**config.mk**
```make
export PLATFORM = sky130hd
export DESIGN_NAME = combined_lcg_shuffle_rng
export DESIGN_NICKNAME = d
export VERILOG_FILES = /design/src/clsr_pkg.sv /design/src/clsr_divider.sv /design/src/combined_lcg_shuffle_rng.sv
export SDC_FILE = /design/constraint.sdc
export NUM_CORES = 2
export LEC_CHECK = 0
export ABC_AREA = 1
export BUFFER_PORTS_ARGS = -buffer_cell sky130_fd_sc_hd__buf_2
export CORE_ASPECT_RATIO = 1.25
export CORE_MARGIN = 4
export CORE_UTILIZATION = 48
export CTS_CLUSTER_DIAMETER = 150
export CTS_CLUSTER_SIZE = 20
export DETAILED_ROUTE_END_ITERATION = 12
export PLACE_DENSITY = 0.66
export SETUP_SLACK_MARGIN = 0.4
export SLEW_MARGIN = 30
export SYNTH_ARGS = -nofsm -noshare
export SYNTH_HDL_FRONTEND = slang
export SYNTH_SLANG_ARGS = --single-unit
```
**constraint.sdc**
```tcl
create_clock -name clk -period 5.6 [get_ports clk]
set_input_delay 1.12 -clock clk [delete_from_list [all_inputs] [get_ports clk]]
set_output_delay 1.12 -clock clk [all_outputs]
set_load 0.005 [all_outputs]
```
**src/clsr_pkg.sv**
```systemverilog
// ----------------------------------------------------------------------------
// clsr_pkg
// Shared constants for the combined shuffled generator.
// ----------------------------------------------------------------------------
package clsr_pkg;

  localparam int unsigned ValW  = 31;
  localparam int unsigned MultW = 16;
  localparam int unsigned ProdW = ValW + MultW;

  localparam logic [1:0] REG_MULT_ONE = 2'd0;
  localparam logic [1:0] REG_MOD_ONE  = 2'd1;
  localparam logic [1:0] REG_MULT_TWO = 2'd2;
  localparam logic [1:0] REG_MOD_TWO  = 2'd3;

  localparam logic [ValW-1:0] GEN_TWO_RESET = 31'd123456789;
  localparam int unsigned     WarmupExtra   = 7;

  // command handed to the shared modulo / divide unit
  typedef struct packed {
    logic             start;
    logic [ProdW-1:0] num;
    logic [ValW-1:0]  den;
  } div_cmd_t;

  typedef struct packed {
    logic             busy;
    logic             done;
    logic [ProdW-1:0] quo;
    logic [ValW-1:0]  rem;
  } div_rsp_t;

endpackage

```
**src/clsr_divider.sv**
```systemverilog
// ----------------------------------------------------------------------------
// clsr_divider
// Restoring divider, one quotient bit per cycle: quotient and remainder.
// ----------------------------------------------------------------------------
module clsr_divider (
  input  logic              clk,
  input  logic              rst,
  input  clsr_pkg::div_cmd_t cmd,
  output clsr_pkg::div_rsp_t rsp
);
  import clsr_pkg::*;

  localparam int unsigned CntW = $clog2(ProdW + 1);

  logic [ProdW-1:0] quo;
  logic [ValW:0]    rem;
  logic [ValW-1:0]  den;
  logic [CntW-1:0]  cnt;
  logic             busy;
  logic             done;
  logic [ValW+1:0]  trial;
  logic [ValW+1:0]  diff;

  assign trial = {rem, quo[ProdW-1]};
  assign diff  = trial - {2'b00, den};

  always_ff @(posedge clk) begin
    if (rst) begin
      busy <= 1'b0;
      done <= 1'b0;
      cnt  <= '0;
    end else begin
      done <= 1'b0;
      if (cmd.start) begin
        busy <= 1'b1;
        cnt  <= CntW'(ProdW);
        quo  <= cmd.num;
        den  <= cmd.den;
        rem  <= '0;
      end else if (busy) begin
        if (diff[ValW+1]) begin
          rem <= trial[ValW:0];
          quo <= {quo[ProdW-2:0], 1'b0};
        end else begin
          rem <= diff[ValW:0];
          quo <= {quo[ProdW-2:0], 1'b1};
        end
        cnt <= cnt - 1'b1;
        if (cnt == CntW'(1)) begin
          busy <= 1'b0;
          done <= 1'b1;
        end
      end
    end
  end

  assign rsp.busy = busy;
  assign rsp.done = done;
  assign rsp.quo  = quo;
  assign rsp.rem  = rem[ValW-1:0];

`ifndef SYNTHESIS
  a_done_after_busy: assert property (@(posedge clk) disable iff (rst)
    done |-> $past(busy)) else $error("done without busy");
  a_rem_below_den: assert property (@(posedge clk) disable iff (rst)
    done |-> rsp.rem < den) else $error("remainder not reduced");
  a_no_start_busy: assert property (@(posedge clk) disable iff (rst)
    busy |-> !$past(done)) else $error("busy right after done");
`endif

endmodule

```
**src/combined_lcg_shuffle_rng.sv**
```systemverilog
// ----------------------------------------------------------------------------
// combined_lcg_shuffle_rng
// Two combined multiplicative generators feeding a Bays-Durham shuffle table.
// ----------------------------------------------------------------------------
// channel  dir  signals                     contents
// s_axis   in   tvalid tready tdata[31:0]   req_type, seed_value
// m_axis   out  tvalid tready tdata[31:0]   random_value
// cfg      in   cfg_we cfg_index cfg_data   register writes
// All reductions go through one shared bit-serial divider; a pass issues the
// command, shifts out the 47 quotient bits and then signals done. A draw takes
// three passes; a seed adds TABLE_SIZE+8 passes before its draw.
// The input is held off while an item is in work or its result waits.
// After reset the table is cleared, slot by slot, before s_axis opens.
module combined_lcg_shuffle_rng #(
  parameter int unsigned TABLE_SIZE = 32
) (
  input  logic        clk,
  input  logic        rst,
  input  logic        s_axis_tvalid,
  output logic        s_axis_tready,
  input  logic [31:0] s_axis_tdata,   // [0] req_type, [31:1] seed_value
  output logic        m_axis_tvalid,
  input  logic        m_axis_tready,
  output logic [31:0] m_axis_tdata,   // [30:0] random_value, [31] zero
  input  logic        cfg_we,
  input  logic [1:0]  cfg_index,
  input  logic [30:0] cfg_data
);
  import clsr_pkg::*;

  localparam int unsigned IdxW  = (TABLE_SIZE > 1) ? $clog2(TABLE_SIZE) : 1;
  localparam int unsigned Steps = TABLE_SIZE + WarmupExtra + 1;
  localparam int unsigned StW   = $clog2(Steps + 1);

  // reciprocal of TABLE_SIZE, exact for every 31-bit dividend
  localparam int unsigned LgT       = $clog2(TABLE_SIZE);
  localparam int unsigned RecipSh   = ValW + LgT;
  localparam logic [63:0] RecipRaw  = ((64'd1 << RecipSh) + 64'(TABLE_SIZE) - 64'd1)
                                      / 64'(TABLE_SIZE);
  localparam logic [31:0] NdivRecip = RecipRaw[31:0];

  localparam logic [3:0] S_CLEAR = 4'd0, S_IDLE = 4'd1, S_SEED = 4'd2,
                         S_SEEDW = 4'd3, S_G1 = 4'd4, S_G1W = 4'd5,
                         S_G2 = 4'd6, S_G2W = 4'd7, S_SL = 4'd8,
                         S_SLW = 4'd9, S_RD = 4'd10, S_OUT = 4'd11,
                         S_RD0 = 4'd12, S_DIF = 4'd13;

  logic [3:0]       state;
  logic [MultW-1:0] mult_one, mult_two;
  logic [ValW-1:0]  mod_one, mod_two, m1, m2;
  logic [ValW-1:0]  gen_one, gen_two, last_output, res;
  logic [StW-1:0]   step;
  logic [IdxW-1:0]  clr_idx, slot;
  logic [ValW-1:0]  shuffle_table [TABLE_SIZE];
  logic [ValW-1:0]  tab_q;
  logic [ValW-1:0]  ndiv;
  logic [62:0]      nprod;
  logic [32:0]      diff;
  div_cmd_t         cmd;
  div_rsp_t         rsp;

  assign m1    = (mod_one < 31'd2) ? 31'd2 : mod_one;
  assign m2    = (mod_two < 31'd2) ? 31'd2 : mod_two;
  assign nprod = 63'(m1 - 31'd1) * 63'(NdivRecip);

  always_ff @(posedge clk) begin
    ndiv <= 31'(nprod >> RecipSh) + 31'd1;
  end

  clsr_divider u_div (.clk(clk), .rst(rst), .cmd(cmd), .rsp(rsp));

  always_comb begin
    cmd.start = 1'b0;
    cmd.num   = ProdW'(gen_one) * ProdW'(mult_one);
    cmd.den   = m1;
    case (state)
      S_SEED, S_G1: cmd.start = 1'b1;
      S_G2: begin
        cmd.start = 1'b1;
        cmd.num   = ProdW'(gen_two) * ProdW'(mult_two);
        cmd.den   = m2;
      end
      S_SL: begin
        cmd.start = 1'b1;
        cmd.num   = ProdW'(last_output);
        cmd.den   = ndiv;
      end
      default: ;
    endcase
  end

  assign s_axis_tready = (state == S_IDLE);
  assign m_axis_tvalid = (state == S_OUT);
  assign m_axis_tdata  = {1'b0, res};
  assign diff = {2'b00, tab_q} - {2'b00, gen_two};

  always_ff @(posedge clk) begin
    if (rst) begin
      mult_one <= 16'd40014;
      mod_one  <= 31'd2147483563;
      mult_two <= 16'd40692;
      mod_two  <= 31'd2147483399;
    end else if (cfg_we) begin
      case (cfg_index)
        REG_MULT_ONE: mult_one <= cfg_data[MultW-1:0];
        REG_MOD_ONE:  mod_one  <= cfg_data;
        REG_MULT_TWO: mult_two <= cfg_data[MultW-1:0];
        REG_MOD_TWO:  mod_two  <= cfg_data;
        default: ;
      endcase
    end
  end

  // table memory, one write port and one registered read port
  always_ff @(posedge clk) begin
    if (state == S_CLEAR) shuffle_table[clr_idx] <= '0;
    else if (state == S_SEEDW && rsp.done && step < StW'(TABLE_SIZE))
      shuffle_table[step[IdxW-1:0]] <= rsp.rem;
    else if (state == S_RD) shuffle_table[slot] <= gen_one;
    tab_q <= shuffle_table[slot];
  end

  always_ff @(posedge clk) begin
    if (rst) begin
      state       <= S_CLEAR;
      clr_idx     <= '0;
      gen_one     <= 31'd1;
      gen_two     <= GEN_TWO_RESET;
      last_output <= '0;
      step        <= '0;
    end else begin
      case (state)
        S_CLEAR: begin
          clr_idx <= clr_idx + 1'b1;
          if (clr_idx == IdxW'(TABLE_SIZE - 1)) state <= S_IDLE;
        end
        S_IDLE: if (s_axis_tvalid) begin
          if (!s_axis_tdata[0]) begin
            gen_one <= (s_axis_tdata[31:1] == '0) ? 31'd1 : s_axis_tdata[31:1];
            gen_two <= (s_axis_tdata[31:1] == '0) ? 31'd1 : s_axis_tdata[31:1];
            step    <= StW'(Steps - 1);
            state   <= S_SEED;
          end else state <= S_G1;
        end
        S_SEED: state <= S_SEEDW;
        S_SEEDW: if (rsp.done) begin
          gen_one <= rsp.rem;
          // the last warm-up step fills slot 0, which seeds the slot pick
          if (step == '0) begin
            last_output <= rsp.rem;
            state       <= S_RD0;
          end else begin
            step  <= step - 1'b1;
            state <= S_SEED;
          end
        end
        S_RD0: state <= S_G1;
        S_G1: state <= S_G1W;
        S_G1W: if (rsp.done) begin
          gen_one <= rsp.rem;
          state   <= S_G2;
        end
        S_G2: state <= S_G2W;
        S_G2W: if (rsp.done) begin
          gen_two <= rsp.rem;
          state   <= S_SL;
        end
        S_SL: state <= S_SLW;
        S_SLW: if (rsp.done) begin
          slot  <= (rsp.quo > ProdW'(TABLE_SIZE - 1)) ? IdxW'(TABLE_SIZE - 1)
                                                      : rsp.quo[IdxW-1:0];
          state <= S_RD;
        end
        S_RD: state <= S_DIF;
        S_DIF: begin
          res         <= diff[32] || diff == '0 ? 31'(diff + 33'(m1 - 31'd1))
                                                : diff[ValW-1:0];
          last_output <= diff[32] || diff == '0 ? 31'(diff + 33'(m1 - 31'd1))
                                                : diff[ValW-1:0];
          state       <= S_OUT;
        end
        S_OUT: if (m_axis_tready) state <= S_IDLE;
        default: state <= S_IDLE;
      endcase
    end
  end

`ifndef SYNTHESIS
  a_busy_no_ready: assert property (@(posedge clk) disable iff (rst)
    rsp.busy |-> !s_axis_tready) else $error("ready while dividing");
  a_out_holds: assert property (@(posedge clk) disable iff (rst)
    m_axis_tvalid && !m_axis_tready |=> m_axis_tvalid && $stable(res))
    else $error("result dropped");
  a_excl: assert property (@(posedge clk) disable iff (rst)
    !(m_axis_tvalid && s_axis_tready)) else $error("ready with result pending");
`endif

endmodule
```
==> impl_metrics.csv <==
group,metric,value,unit
cells_and_area,finish.utilization,0.569,
worst_setup_path,cpPeakStageDelay,0.56,ns
cells_and_area,fin_area,114000,µm²
clocking,cts_tree,"yes",
placed_design,postPlaceCellArea,108000,µm²
timing,finalSetupViolations,36,
timing,worst_slew_margin_rel,0.309,
floorplan,rows,183,
timing,report.final.slew_viol_count,0,
clocking,clockBufferDepth,3,
timing,period_minus_slack,6.26,ns
placed_design,port_buffers,102,
worst_setup_path,crit_buf_inv,11,
worst_setup_path,cp_common_cell,"inv_2",
clocking,clock-root-buffer,"clkbuf_16",
cells_and_area,nFillCells,17429,
global_route,grt_pass1_wl,516000,µm
floorplan,die_area,208000,µm²
timing,hold_viol,0,
hold_path,hp-start,"mod_two[0]$_SDFFE_PP1P_",
route,wl,353000,µm
route,drc,0,
route,drtIter0Drc,7701,
logic_synthesis,synthArstFlopShare,0,
logic_synthesis,synth_edf_count,1138,
logic_synthesis,netlist_area,96600,µm²
cells_and_area,fin_nets,12511,
hold_path,min_delay_worst_endpoint,"mod_two[0]$_SDFFE_PP1P_",
timing,rsz0062_at_grt,"yes",
clocking,clkTransAtPathRegs,0.13,ns
worst_setup_path,rr_worst_depth,27,
floorplan,coreArea,199000,µm²
worst_setup_path,crit_type,"flip-flop to flip-flop",
run_status,failed_checks,"negative setup slack",
run_status,status,"finished, violations left",
timing,finalClockSkew,0.0490,ns
worst_setup_path,cp.arrival,6.75,ns
logic_synthesis,yosysUniqueCellTypes,62,
global_route,grt_max_degree,185,
cells_and_area,regArea,39700,µm²
worst_setup_path,cp.required,6.09,ns
power,total_power,44.0,mW
power,vdd_ir_drop_max,1.22,mV
hold_path,hp-class,"flip-flop to flip-flop",
cells_and_area,multi_input_area,51100,µm²
timing,fmax,0.160,GHz
route,ant_nets,0,
placed_design,place_congestion,1.05,
logic_synthesis,ys_seq_area_frac,0.410,
clocking,htree_levels,3,
hold_path,hold_depth,2,
placed_design,dp_slack,-1.20,ns
logic_synthesis,avgSynthCellArea,9.04,µm²
worst_setup_path,cp_top_family,"adder cells",
route,vias_per_cell,5.70,
route,firstDrtPassIters,6,
clocking,clock_sinks,1407,
timing,worstMarginPinSlew,1.04,ns
logic_synthesis,yosysWarningCount,0,
clocking,clock_latency,0.76,ns
clocking,cts_buffers,81,
worst_setup_path,worstSetupStartpointType,"flip-flop",
timing,finalCritPeriodShare,1.12,
worst_setup_path,worstPathMaxFanout,5,
floorplan,dieHeight,509,µm
power,power_density,388,nW/µm²
global_route,grt_pass1_vias,80706,
floorplan,die_x,409,µm
timing,layout_setup_ws,-0.657,ns
global_route,grt_overflow,0,
global_route,grt.total_usage,0.333,
route,vias,79975,
logic_synthesis,ys.flop_type,"edfxtp_1",
run,drv_cap,0,
worst_setup_path,r2r_slack,-0.66,ns
worst_setup_path,r2r_start,"mult_two[10]$_SDFFE_PP1P_",
cells_and_area,area_delta_synth_final,17.6,%
power,p_leak,49.9,nW
global_route,antenna_found_initial,18,
logic_synthesis,ys_ff_latch,1407,
worst_setup_path,reg2reg_to,"u_div.quo[24]$_DFFE_PP_",
worst_setup_path,critical_path_depth,27,
route,wl_per_cell,25.2,µm
floorplan,start_util,0.484,
floorplan,io_pins,104,
worst_setup_path,endpoint_kind,"flip-flop",
cells_and_area,drive_above_1_share,0.177,
worst_setup_path,cp_slowest_cell,"fa_1",
logic_synthesis,netlist_instances,10679,
placed_design,hpwl,262000,µm
==> metal layers <==
metal  share of wire  global-route usage  vias up
met5         0.00014                   0        -
met4           0.079               0.218        8
met3           0.073              0.0502      964
met2            0.49               0.572     3543
met1            0.36               0.390    39711
li1                -                   -    35749
==> registers in the layout, indices dropped and copies added, names as in the netlist, 16 cells and up <==
register       flops
gen_one           31
gen_two           31
last_output       31
mod_one           31
mod_two           31
mult_one          16
mult_two          16
ndiv              28
res               31
shuffle_table    992
tab_q             31
u_div.den         31
u_div.quo         47
u_div.rem         32
==> timing repair <==
action	in CTS	in global routing
setup endpoints to repair	53	55
cloned	3	4
pin swaps	128	102
resized for setup	440	305
buffers inserted	37	33
hold buffers	0	0
==> area by class of cell <==
| cell class | count | share of cell area |
|---|---|---|
| clock buffer | 142 | 0.0203 |
| multi-input combinational | 6776 | 0.450 |
| tap | 2682 | 0.0296 |
| inverter | 1937 | 0.0643 |
| timing repair buffer | 1062 | 0.0850 |
| sequential | 1407 | 0.349 |
| clock inverter | 8 | 0.000992 |
| antenna | 12 | 0.000265 |
==> cells in the final DEF, fill, tap and decap left out, types with 115 or more instances in the layout <==
| master | instances |
|---|---|
| nand2_1 | 1991 |
| inv_1 | 1841 |
| edfxtp_1 | 1138 |
| nor2_1 | 901 |
| buf_4 | 778 |
| fa_1 | 753 |
| o21ai_0 | 720 |
| ha_1 | 307 |
| a21oi_1 | 303 |
| nand3_1 | 283 |
| o221ai_1 | 223 |
| dfxtp_1 | 214 |
| buf_12 | 115 |
==> synth_stat cells (70+ instances only) <==
cell	count	area [µm²]
a21oi_1	376	1880
a31oi_1	84	526
clkbuf_1	519	1950
dfxtp_1	269	5390
edfxtp_1	1138	34200
fa_1	811	16200
ha_1	365	4570
inv_1	1909	7170
nand2_1	2066	7750
nand3_1	314	1570
nor2_1	1012	3800
o21ai_0	852	4260
o221ai_1	223	1950
xor2_1	70	613
==> worst register-to-register path, stage by stage, from the launching register on <==
cell and delay (ns):
dfxtp_4 0.39, buf_12 0.14, buf_8 0.13, nand2_4 0.05
inv_2 0.04, fa_1 0.54, inv_2 0.04, fa_1 0.51
inv_2 0.04, fa_2 0.55, fa_2 0.46, fa_1 0.53
inv_2 0.04, fa_1 0.56, inv_2 0.06, ha_4 0.24
a21o_1 0.23, a21oi_4 0.17, o21ai_1 0.09, nand2_1 0.08
nand3_2 0.11, buf_4 0.16, buf_6 0.12, xnor2_4 0.18
buf_4 0.14, o2111ai_1 0.13, o21ai_1 0.19, inv_1 0.07
==> report_power, final <==
part / internal [mW] / leakage [nW] / switching [mW]
clock: 2.85 / 1.15 / 3.59
combinational: 12.0 / 35.9 / 14.3
sequential: 11.3 / 12.9 / 0.0627
==> cells by family (layout without fill, tap and decap cells) <==
group                    count (synthesis)  in the layout  synth area share
AND/OR/NAND/NOR                       3658           3658             0.154
buffers and inverters                 2497           3149            0.0980
AO/OA/AOI/OAI                         1833           1833             0.113
flip-flops                            1407           1407             0.410
adder cells (fa/ha/maj)               1176           1176             0.215
XOR/XNOR                               107            107           0.00994
other                                    1             14         0.0000388
==> per-stage QoR <==
step	hold WS, ns	cells	setup TNS (ns)
finish	0.471	14026	-16.66
global route	0.497	14016	-24.25
CTS	0.475	13971	-17.72
detailed placement	0.449	13781	-30.86
global placement	0.438	13781	-30.48
floorplan	0.429	10680	0
==> worst max path at each step <==
stage | startpoint | slack (ns) | to
after global routing | mult_two[4]$_SDFFE_PP1P_ | -0.86 | u_div.quo[29]$_DFFE_PP_
after CTS | mult_two[13]$_SDFFE_PP0P_ | -0.64 | u_div.quo[45]$_DFFE_PP_
final | mult_two[10]$_SDFFE_PP1P_ | -0.66 | u_div.quo[24]$_DFFE_PP_
after global placement | gen_one[6]$_SDFFE_PP0P_ | -1.18 | u_div.quo[36]$_DFFE_PP_
after detailed placement | gen_one[6]$_SDFFE_PP0P_ | -1.20 | u_div.quo[36]$_DFFE_PP_
after floorplan | gen_one[12]$_SDFFE_PP0P_ | 0.03 | u_div.quo[41]$_DFFE_PP_
No activity file was read; power rests on OpenSTA's default activity.
